==> config.mk <==
export PLATFORM = sky130hd
export DESIGN_NAME = atan2_bucket_approximation
export DESIGN_NICKNAME = d
export VERILOG_FILES = /design/src/sv/a2b_pkg.sv /design/src/sv/atan2_bucket_approximation.sv /design/src/sv/a2b_prep.sv /design/src/sv/a2b_cell.sv /design/src/sv/a2b_out.sv
export VERILOG_INCLUDE_DIRS = /design/src /design/src/sv
export SDC_FILE = /design/constraint.sdc
export NUM_CORES = 2
export LEC_CHECK = 0
export BUFFER_PORTS_ARGS = -buffer_cell sky130_fd_sc_hd__buf_2
export CORE_MARGIN = 4
export CORE_UTILIZATION = 58
export CTS_CLUSTER_DIAMETER = 150
export DETAILED_ROUTE_END_ITERATION = 7
export GPL_TIMING_DRIVEN = 0
export HOLD_SLACK_MARGIN = 0.1
export PLACE_DENSITY = 0.75
export SKIP_CTS_REPAIR_TIMING = 1
export SYNTH_ARGS = -nofsm -noshare
export SYNTH_HDL_FRONTEND = slang
export SYNTH_HIERARCHICAL = 1
export SYNTH_SLANG_ARGS = --single-unit
export TNS_END_PERCENT = 10
==> constraint.sdc <==
create_clock -name clk -period 17.3 [get_ports clk]
set_clock_uncertainty 0.15 [all_clocks]
set_input_delay 1.73 -clock clk [delete_from_list [all_inputs] [get_ports clk]]
set_output_delay 1.73 -clock clk [all_outputs]
set_load 0.02 [all_outputs]
==> src/sv/atan2_bucket_approximation_macros.svh <==
// Assertion macros shared by the atan2 bucket approximation RTL.
// No dependencies; the including module must have clk and rst_n in scope.
`ifndef ATAN2_BUCKET_APPROXIMATION_MACROS_SVH
`define ATAN2_BUCKET_APPROXIMATION_MACROS_SVH

// Same-cycle implication, checked outside reset.
`define A2B_ASSERT_IMPLY(lbl, ante, cons) \
  lbl: assert property (@(posedge clk) disable iff (!rst_n) (ante) |-> (cons)) \
    else $error("a2b same-cycle check failed");

// Next-cycle implication, checked outside reset.
`define A2B_ASSERT_NEXT(lbl, ante, cons) \
  lbl: assert property (@(posedge clk) disable iff (!rst_n) (ante) |=> (cons)) \
    else $error("a2b next-cycle check failed");

`endif

==> src/sv/a2b_pkg.sv <==
// Types, ratio ladder and angle tables for the atan2 bucket approximation.
// No dependencies.
package a2b_pkg;

  localparam int A2B_CELLS    = 9;
  localparam int A2B_BUCKET_W = 4;
  localparam int A2B_ANGLE_W  = 13;
  localparam int A2B_OUT_TDATA_W = 16;

  // Control word handed down the cell row with each item.
  typedef struct packed {
    logic                    opp_pos;
    logic                    adj_pos;
    logic                    adj_zero;
    logic                    opp_zero;
    logic                    steep;     // opposite magnitude >= adjacent magnitude
    logic [A2B_BUCKET_W-1:0] bucket;
  } a2b_ctl_t;

  localparam logic [9:0] A2B_LADDER [A2B_CELLS] =
    '{10'd35, 10'd42, 10'd51, 10'd62, 10'd78, 10'd102, 10'd145, 10'd244, 10'd733};

  localparam logic [11:0] A2B_FLAT_FRONT [A2B_CELLS] =
    '{12'd617, 12'd548, 12'd480, 12'd411, 12'd340, 12'd274, 12'd205, 12'd137, 12'd69};
  localparam logic [11:0] A2B_FLAT_BACK [A2B_CELLS] =
    '{12'd1831, 12'd1902, 12'd1970, 12'd2039, 12'd2110, 12'd2176, 12'd2244, 12'd2313,
      12'd2381};
  localparam logic [11:0] A2B_STEEP_FRONT [A2B_CELLS+1] =
    '{12'd617, 12'd685, 12'd754, 12'd822, 12'd889, 12'd959, 12'd1028, 12'd1096,
      12'd1165, 12'd1225};
  localparam logic [11:0] A2B_STEEP_BACK [A2B_CELLS+1] =
    '{12'd1833, 12'd1765, 12'd1696, 12'd1628, 12'd1559, 12'd1493, 12'd1424, 12'd1356,
      12'd1287, 12'd1225};

  localparam logic [11:0] A2B_QUARTER = 12'd1225;
  localparam logic [11:0] A2B_HALF    = 12'd2450;

  function automatic logic signed [A2B_ANGLE_W-1:0] a2b_angle(input a2b_ctl_t c);
    logic [11:0] mag;
    logic        neg;
    mag = '0;
    neg = 1'b0;
    if (c.adj_zero) begin
      mag = A2B_QUARTER;
      neg = !c.opp_pos;
    end else if (c.opp_zero) begin
      mag = c.adj_pos ? 12'd0 : A2B_HALF;
    end else if (!c.steep) begin
      if (c.bucket >= A2B_BUCKET_W'(A2B_CELLS)) begin
        // far beyond the ladder: sign of opposite does not matter
        mag = c.adj_pos ? 12'd0 : A2B_HALF;
      end else begin
        mag = c.adj_pos ? A2B_FLAT_FRONT[c.bucket] : A2B_FLAT_BACK[c.bucket];
        neg = !c.opp_pos;
      end
    end else begin
      mag = c.adj_pos ? A2B_STEEP_FRONT[c.bucket] : A2B_STEEP_BACK[c.bucket];
      neg = !c.opp_pos;
    end
    return neg ? -$signed({1'b0, mag}) : $signed({1'b0, mag});
  endfunction

endpackage

==> src/sv/atan2_bucket_approximation.sv <==
// Channel | dir | tdata fields (low bit first)            | tuser/tlast
// in_     | in  | opposite[W-1:0], adjacent[W-1:0], pad 0s | none
// out_    | out | angle[12:0] signed, pad 0s to 16 bits    | none
//
// One item per cycle unless stalled; path: front stage, nine ladder cells, output register.
// The row of ladder cells sets the latency; each cell holds one ratio compare.
// Whole row holds while a result waits at the output and out_tready is low.
// rst_n (synchronous, active low) clears the valid bits only; in_tready is low during reset.
// Top level of the atan2 bucket approximation; depends on a2b_pkg, a2b_prep,
// a2b_cell, a2b_out and the assertion macro header.
`include "atan2_bucket_approximation_macros.svh"

module atan2_bucket_approximation import a2b_pkg::*; #(
  parameter  int INPUT_WIDTH = 16,
  localparam int IN_TDATA_W  = ((2 * INPUT_WIDTH + 7) / 8) * 8
) (
  input  logic                       clk,
  input  logic                       rst_n,
  input  logic                       in_tvalid,
  output logic                       in_tready,
  input  logic [IN_TDATA_W-1:0]      in_tdata,   // opposite, adjacent, zero pad
  output logic                       out_tvalid,
  input  logic                       out_tready,
  output logic [A2B_OUT_TDATA_W-1:0] out_tdata   // angle, zero pad
);

  logic                          en;
  logic                          vld    [0:A2B_CELLS];
  a2b_ctl_t                      ctl    [0:A2B_CELLS];
  logic [INPUT_WIDTH-1:0]        mag_hi [0:A2B_CELLS];
  logic [INPUT_WIDTH-1:0]        mag_lo [0:A2B_CELLS];
  logic signed [A2B_ANGLE_W-1:0] angle;

  // advance unless a finished item is held at the output
  assign en        = !out_tvalid || out_tready;
  assign in_tready = rst_n && en;

  a2b_prep #(.INPUT_WIDTH(INPUT_WIDTH)) u_prep (
    .clk      (clk),
    .rst_n    (rst_n),
    .en       (en),
    .valid_i  (in_tvalid),
    .opp_i    (in_tdata[INPUT_WIDTH-1:0]),
    .adj_i    (in_tdata[2*INPUT_WIDTH-1:INPUT_WIDTH]),
    .valid_o  (vld[0]),
    .ctl_o    (ctl[0]),
    .mag_hi_o (mag_hi[0]),
    .mag_lo_o (mag_lo[0])
  );

  for (genvar k = 0; k < A2B_CELLS; k++) begin : g_cell
    a2b_cell #(
      .INPUT_WIDTH (INPUT_WIDTH),
      .THRESH      (int'(A2B_LADDER[k]))
    ) u_cell (
      .clk      (clk),
      .rst_n    (rst_n),
      .en       (en),
      .valid_i  (vld[k]),
      .ctl_i    (ctl[k]),
      .mag_hi_i (mag_hi[k]),
      .mag_lo_i (mag_lo[k]),
      .valid_o  (vld[k+1]),
      .ctl_o    (ctl[k+1]),
      .mag_hi_o (mag_hi[k+1]),
      .mag_lo_o (mag_lo[k+1])
    );
  end

  a2b_out u_out (
    .clk     (clk),
    .rst_n   (rst_n),
    .en      (en),
    .valid_i (vld[A2B_CELLS]),
    .ctl_i   (ctl[A2B_CELLS]),
    .valid_o (out_tvalid),
    .angle_o (angle)
  );

  assign out_tdata = {{(A2B_OUT_TDATA_W - A2B_ANGLE_W){1'b0}}, angle};

  `A2B_ASSERT_IMPLY(a_stall_ready, 1'b1, in_tready == !(out_tvalid && !out_tready))
  `A2B_ASSERT_IMPLY(a_angle_range, out_tvalid, (angle <= 13'sd2450) && (angle >= -13'sd2450))
  `A2B_ASSERT_IMPLY(a_no_neg_half, out_tvalid, angle != -13'sd2450)
  `A2B_ASSERT_NEXT(a_hold_result, out_tvalid && !out_tready, out_tvalid && !in_tready || out_tready)

endmodule

==> src/sv/a2b_prep.sv <==
// Front stage: magnitudes, signs and zero flags of one input item.
// Depends on a2b_pkg.
module a2b_prep import a2b_pkg::*; #(
  parameter int INPUT_WIDTH = 16
) (
  input  logic                   clk,
  input  logic                   rst_n,
  input  logic                   en,
  input  logic                   valid_i,
  input  logic [INPUT_WIDTH-1:0] opp_i,
  input  logic [INPUT_WIDTH-1:0] adj_i,
  output logic                   valid_o,
  output a2b_ctl_t               ctl_o,
  output logic [INPUT_WIDTH-1:0] mag_hi_o,
  output logic [INPUT_WIDTH-1:0] mag_lo_o
);

  logic                   valid_r;
  a2b_ctl_t               ctl_r, ctl_nxt;
  logic [INPUT_WIDTH-1:0] mag_hi_r, mag_hi_nxt;
  logic [INPUT_WIDTH-1:0] mag_lo_r, mag_lo_nxt;
  logic [INPUT_WIDTH-1:0] mo, ma;

  always_comb begin
    // most negative input maps to 2^(W-1), which still fits unsigned
    mo = opp_i[INPUT_WIDTH-1] ? -opp_i : opp_i;
    ma = adj_i[INPUT_WIDTH-1] ? -adj_i : adj_i;
    ctl_nxt.opp_zero = (opp_i == '0);
    ctl_nxt.adj_zero = (adj_i == '0);
    ctl_nxt.opp_pos  = !opp_i[INPUT_WIDTH-1] && (opp_i != '0);
    ctl_nxt.adj_pos  = !adj_i[INPUT_WIDTH-1] && (adj_i != '0);
    ctl_nxt.steep    = !(ma > mo);
    ctl_nxt.bucket   = '0;
    mag_hi_nxt       = ctl_nxt.steep ? mo : ma;
    mag_lo_nxt       = ctl_nxt.steep ? ma : mo;
  end

  always_ff @(posedge clk) begin
    if (!rst_n) begin
      valid_r <= 1'b0;
    end else if (en) begin
      valid_r <= valid_i;
    end
  end

  always_ff @(posedge clk) begin
    if (en) begin
      ctl_r    <= ctl_nxt;
      mag_hi_r <= mag_hi_nxt;
      mag_lo_r <= mag_lo_nxt;
    end
  end

  assign valid_o  = valid_r;
  assign ctl_o    = ctl_r;
  assign mag_hi_o = mag_hi_r;
  assign mag_lo_o = mag_lo_r;

endmodule

==> src/sv/a2b_cell.sv <==
// One ladder cell: tests 32*hi >= THRESH*lo and bumps the bucket on a pass.
// Depends on a2b_pkg.
module a2b_cell import a2b_pkg::*; #(
  parameter int          INPUT_WIDTH = 16,
  parameter int unsigned THRESH      = 35
) (
  input  logic                   clk,
  input  logic                   rst_n,
  input  logic                   en,
  input  logic                   valid_i,
  input  a2b_ctl_t               ctl_i,
  input  logic [INPUT_WIDTH-1:0] mag_hi_i,
  input  logic [INPUT_WIDTH-1:0] mag_lo_i,
  output logic                   valid_o,
  output a2b_ctl_t               ctl_o,
  output logic [INPUT_WIDTH-1:0] mag_hi_o,
  output logic [INPUT_WIDTH-1:0] mag_lo_o
);

  localparam int CW = INPUT_WIDTH + 10;

  logic                   valid_r;
  a2b_ctl_t               ctl_r, ctl_nxt;
  logic [INPUT_WIDTH-1:0] mag_hi_r;
  logic [INPUT_WIDTH-1:0] mag_lo_r;
  logic [CW-1:0]          lhs, rhs;

  // floor(32*hi/lo) >= t  is the same as  32*hi >= t*lo
  always_comb begin
    lhs = {5'b0, mag_hi_i, 5'b0};
    rhs = CW'(mag_lo_i) * CW'(THRESH);
    ctl_nxt = ctl_i;
    if (lhs >= rhs) begin
      ctl_nxt.bucket = ctl_i.bucket + A2B_BUCKET_W'(1);
    end
  end

  always_ff @(posedge clk) begin
    if (!rst_n) begin
      valid_r <= 1'b0;
    end else if (en) begin
      valid_r <= valid_i;
    end
  end

  always_ff @(posedge clk) begin
    if (en) begin
      ctl_r    <= ctl_nxt;
      mag_hi_r <= mag_hi_i;
      mag_lo_r <= mag_lo_i;
    end
  end

  assign valid_o  = valid_r;
  assign ctl_o    = ctl_r;
  assign mag_hi_o = mag_hi_r;
  assign mag_lo_o = mag_lo_r;

endmodule

==> src/sv/a2b_out.sv <==
// Output register: angle table lookup from bucket and signs.
// Depends on a2b_pkg.
module a2b_out import a2b_pkg::*; (
  input  logic                          clk,
  input  logic                          rst_n,
  input  logic                          en,
  input  logic                          valid_i,
  input  a2b_ctl_t                      ctl_i,
  output logic                          valid_o,
  output logic signed [A2B_ANGLE_W-1:0] angle_o
);

  logic                          valid_r;
  logic signed [A2B_ANGLE_W-1:0] angle_r, angle_nxt;

  assign angle_nxt = a2b_angle(ctl_i);

  always_ff @(posedge clk) begin
    if (!rst_n) begin
      valid_r <= 1'b0;
    end else if (en) begin
      valid_r <= valid_i;
    end
  end

  always_ff @(posedge clk) begin
    if (en) begin
      angle_r <= angle_nxt;
    end
  end

  assign valid_o = valid_r;
  assign angle_o = angle_r;

endmodule

* Word level (Yosys, flattened, before mapping)
Memories as Yosys holds them, arrays and structs flattened.
Cells that the tools add are included.
** Word-level totals
- Flip-flop bits (word level) :: 398
- ROM bits :: 768
- Bits of input ports :: 36
- Output and inout port bits :: 18
- Logic and storage cells :: 173
- Memories kept :: 4
** Memory list
- (name not given) :: depth 16, width 12, read ports 1, clocked after Yosys merged registers in 0, write ports 0, RTL line a2b_pkg.sv:53 : mag = c.adj_pos ? A2B_FLAT_FRONT[c.bucket] : A2B_FLAT_BACK[c.bucket];
- (name not given) :: depth 16, width 12, read ports 1, clocked after Yosys merged registers in 0, write ports 0, RTL line a2b_pkg.sv:57 : mag = c.adj_pos ? A2B_STEEP_FRONT[c.bucket] : A2B_STEEP_BACK[c.bucket];
- (name not given) :: depth 16, width 12, read ports 1, clocked after Yosys merged registers in 0, write ports 0, RTL line a2b_pkg.sv:53
- (name not given) :: depth 16, width 12, read ports 1, clocked after Yosys merged registers in 0, write ports 0, RTL line a2b_pkg.sv:57
** Operators by class
- Add/subtract/negate cells :: 11
- Multiply operators :: 9
- $lt $le $gt $ge :: 12
- Muxes and demuxes :: 33
- Bitwise gates (word level) :: 1
- Reduce and logical (&&, ||, !) cells :: 13
** Operators with widths (number)
- 12-bit two-way mux :: 16
- 16-bit by 6-bit multiplier with 22-bit output (second input constant) :: 5
- 21-bit by 22-bit greater-or-equal comparator with 1-bit output :: 4
- 16-bit two-way mux :: 4
- 21-bit by 24-bit greater-or-equal comparator with 1-bit output :: 2
- 21-bit by 23-bit greater-or-equal comparator with 1-bit output :: 2
- 16-bit by 5-bit multiplier with 21-bit output (second input constant) :: 2
- 4-bit by 1-bit adder with 4-bit output (second input constant) :: 8
- 16-bit zero test :: 2
- 4-bit two-way mux :: 8
- 16-bit negator :: 2
- 16-bit nonzero test :: 2
- 21-bit by 26-bit greater-or-equal comparator with 1-bit output :: 1
- 16-bit by 10-bit multiplier with 26-bit output (second input constant) :: 1
- 16-bit by 8-bit multiplier with 24-bit output (second input constant) :: 1
- 16-bit > comparator :: 1
- 12-bit negator with 13-bit output :: 1
- 5-bit greater-or-equal comparator (second input constant) :: 1
- 1-bit zero test :: 5
- 1-bit two-way mux :: 5
- 4-bit NOT with 5-bit output :: 1
- 4-bit greater-or-equal comparator (second input constant) :: 1
- 1-bit logical AND :: 3
- 1-bit logical OR :: 1

* Logic depth before layout (Yosys ltp)
- Word-level depth :: 11
- Depth in mapped cells :: 26
- Gate-level depth less buffers :: 26

* By module
Netlist, hierarchy kept.
** Modules (own cells, without submodules)
- a2b_cell at g_cell[8].u_cell :: times used 1, cells an instance 472, area each 5352.6 um^2, seq. area each 1251.2 um^2
- a2b_cell at g_cell[7].u_cell :: times used 1, cells an instance 355, area each 4035.1 um^2, seq. area each 1251.2 um^2
- a2b_cell at g_cell[3].u_cell :: times used 1, cells an instance 323, area each 3732.3 um^2, seq. area each 1251.2 um^2
- a2b_cell at g_cell[4].u_cell :: times used 1, cells an instance 337, area each 3639.7 um^2, seq. area each 1251.2 um^2
- a2b_cell at g_cell[2].u_cell :: times used 1, cells an instance 308, area each 3613.5 um^2, seq. area each 1251.2 um^2
- a2b_cell at g_cell[5].u_cell :: times used 1, cells an instance 305, area each 3543.4 um^2, seq. area each 1251.2 um^2
- a2b_cell at g_cell[6].u_cell :: times used 1, cells an instance 252, area each 3205.6 um^2, seq. area each 1251.2 um^2
- a2b_cell at g_cell[1].u_cell :: times used 1, cells an instance 256, area each 3200.6 um^2, seq. area each 1251.2 um^2
- a2b_cell at g_cell[0].u_cell :: times used 1, cells an instance 251, area each 3086.7 um^2, seq. area each 1251.2 um^2
- a2b_prep :: times used 1, cells an instance 232, area each 2580.0 um^2, seq. area each 1131.1 um^2
- a2b_out :: times used 1, cells an instance 178, area each 1615.3 um^2, seq. area each 410.4 um^2
- atan2_bucket_approximation :: times used 1, cells an instance 6, area each 48.8 um^2, seq. area each 0.0 um^2

* Worst setup path after synthesis
No wires, ideal clock.
- Kind :: input to output
- Start point :: input out_tready
- End point :: output in_tready
- Arrival :: 5266 ps
- Data required time :: 15420 ps
- Setup slack :: 10154 ps
- Stages :: 2
- Path buffers :: 0
- Path through :: nand2b_4 and2_4
** Between the ends
- Cells in the longest elaborated chain, start to end :: 2
** RTL lines
- start, declared :: RTL line atan2_bucket_approximation.sv:23 : input logic out_tready,
- 1-bit logical OR :: RTL line atan2_bucket_approximation.sv:35 : assign en = !out_tvalid || out_tready;
- 1-bit logical AND :: RTL line atan2_bucket_approximation.sv:36 : assign in_tready = rst_n && en;
- end, declared :: RTL line atan2_bucket_approximation.sv:20 : output logic in_tready,
Every way passes these cells.

==> impl_results.md <==
- Die Wd: 260 µm
- Unrepaired setup endpoints after global routing: no
- Pin count of the biggest net entering global routing: 74
- Worst-path clk slew: 0.06 ns
- Avg WL per Cell: 19.0 µm
- Initial cell density of the core: 59.0%
- Final worst-path cycle share: 44.6%
- Outcome: finished clean
- CP startpoint kind: register
- Final Hold Vio Count: 0
- IO Port Bufs: 49
- Total global routing overflow: 0
- Max Fclk: 130 MHz
- GRT Util Overall: 24.4%
- Slew of the pin with the lowest slew margin: 0.914 ns
- Antenna violations before repair: 0
- Vias in the first global route: 25700
- Die height: 260 µm
- # diodes: 0
- Max cap viols: 0
- Total Wirelength: 80100 µm
- CTS H-tree lvls: 2
- Area Growth Syn to Fin: 8.26%
- Endpoint class of the critical path: register
- Nets: 4265
- Final Max Slew Viols: 0
- Clock sink total: 398
- CTS tree: yes
- Root buffer cell: clkbuf_16
- Initial drt markers: 1553
- Slew HR: 38.5%
- Synthesized cell area: 36700 µm²
- Final setup vio count: 0
- Antenna viol nets, final: 0
- Maximum clock path buffer count: 3
- IO Pins: 54
- Post-route setup slack: 9.59 ns
- Non-Filler Instances: 4225
- Via density: 5.82
- Post-Place Cells: 4140
- Layout cells sized above 1: 8.00%
- Most common cell after layout, fill and taps aside: ha_1
- Worst Path Required: 17.49 ns
- Total die area: 67400 µm²
- # DRC: 0
- GP Congestion: 0.886
- Mean Syn Cell Area: 11.3 µm²
- TritonCTS buffer count: 46
- Crit-path max FO: 7
- Hpwl dp: 65700 µm
- Tmin final: 7.71 ns
- Clock Latency Late Sink: 0.60 ns
- Yosys warns: 6
- Site Rows: 91
- CP Data Arrival Time: 7.89 ns
- Syn Inst Count: 3243
- Global-route wire length before repair: 132000 µm
- Hold Crit Class: reg -> reg
- Core area: 62200 µm²
- Pre-CTS setup slack: 9.65 ns
- Pre-antenna DRT Iters: 5
- Critical path class: reg -> reg
- Via count: 24600
- Setup TNS Final: 0 ns
- Most frequent cells in the layout: ha_1 (634), inv_1 (449), edfxtp_1 (387), fa_1 (244), a21oi_1 (186)
-- flip-flops by register name, indices dropped and copies added (netlist names) --
| name | cells |
|---|---|
| g_cell.u_cell/mag_hi_o | 128 |
| g_cell.u_cell/mag_lo_o | 128 |
| g_cell.u_cell/ctl_o | 81 |
| u_prep/mag_hi_o | 16 |
| u_prep/mag_lo_o | 16 |
| u_out/angle_o | 13 |
| g_cell.u_cell/valid_o | 9 |
| u_prep/ctl_o | 5 |
| u_out/valid_o | 1 |
| u_prep/valid_o | 1 |
-- layer usage --
layer  up-vias  global-route usage, %  share of wire (%)
li1      11900                      -                  -
met1     12000                   31.8                 43
met2       511                   42.5                 49
met3       170                   3.11                3.9
met4         0                   7.66                3.3
met5         -                      0                  0
-- worst max-delay path, cell delays in order, from the launching register on --
cell	delay [ns]
edfxtp_1	0.53
ha_1	0.41
xor2_1	0.18
ha_1	0.18
a21o_1	0.18
fa_1	0.50
fa_1	0.55
inv_1	0.05
fa_1	0.49
inv_1	0.04
ha_1	0.36
a21oi_1	0.15
o21ai_0	0.19
nor4b_1	0.40
o31a_1	0.26
o21bai_1	0.09
a21o_1	0.22
xnor2_1	0.16
ha_1	0.36
o211ai_1	0.10
a2111oi_0	0.71
a311o_1	0.22
nand4_1	0.13
a221oi_2	0.40
nand2_2	0.13
mux2_4	0.31
-- layout make-up --
cell class / count / area, µm²
buffer: 39 / 250
clock buffer: 54 / 1180
clock inverter: 31 / 372
fill: 4874 / 22400
inverter: 450 / 1690
multi-input combinational: 2361 / 22900
sequential: 398 / 11800
tap: 837 / 1050
timing repair buffer: 55 / 410
-- through the flow --
stage,utilization [%],hold WS [ns],instance area [µm²]
2_1_floorplan,-,0.250,36700
3_3_place_gp,61.1,0.251,38000
3_5_place_dp,61.4,0.255,38200
4_1_cts,63.9,0.266,39700
5_1_grt,63.9,0.276,39700
6_report,63.9,0.265,39700
-- final timing paths --
path         slack, ns                         to  cells past startpoint                          from
max reg2reg       9.59  g_cell[8].u_cell/ctl_o[1]                     25  g_cell[7].u_cell/mag_lo_o[3]
max               9.59  g_cell[8].u_cell/ctl_o[1]                     25  g_cell[7].u_cell/mag_lo_o[3]
min reg2reg       0.27  g_cell[3].u_cell/ctl_o[4]                      0     g_cell[2].u_cell/ctl_o[4]
min               0.27  g_cell[3].u_cell/ctl_o[4]                      0     g_cell[2].u_cell/ctl_o[4]
Power is not shown: default switching activity piles up to over one toggle a cycle in this logic, so the estimate is an artifact.
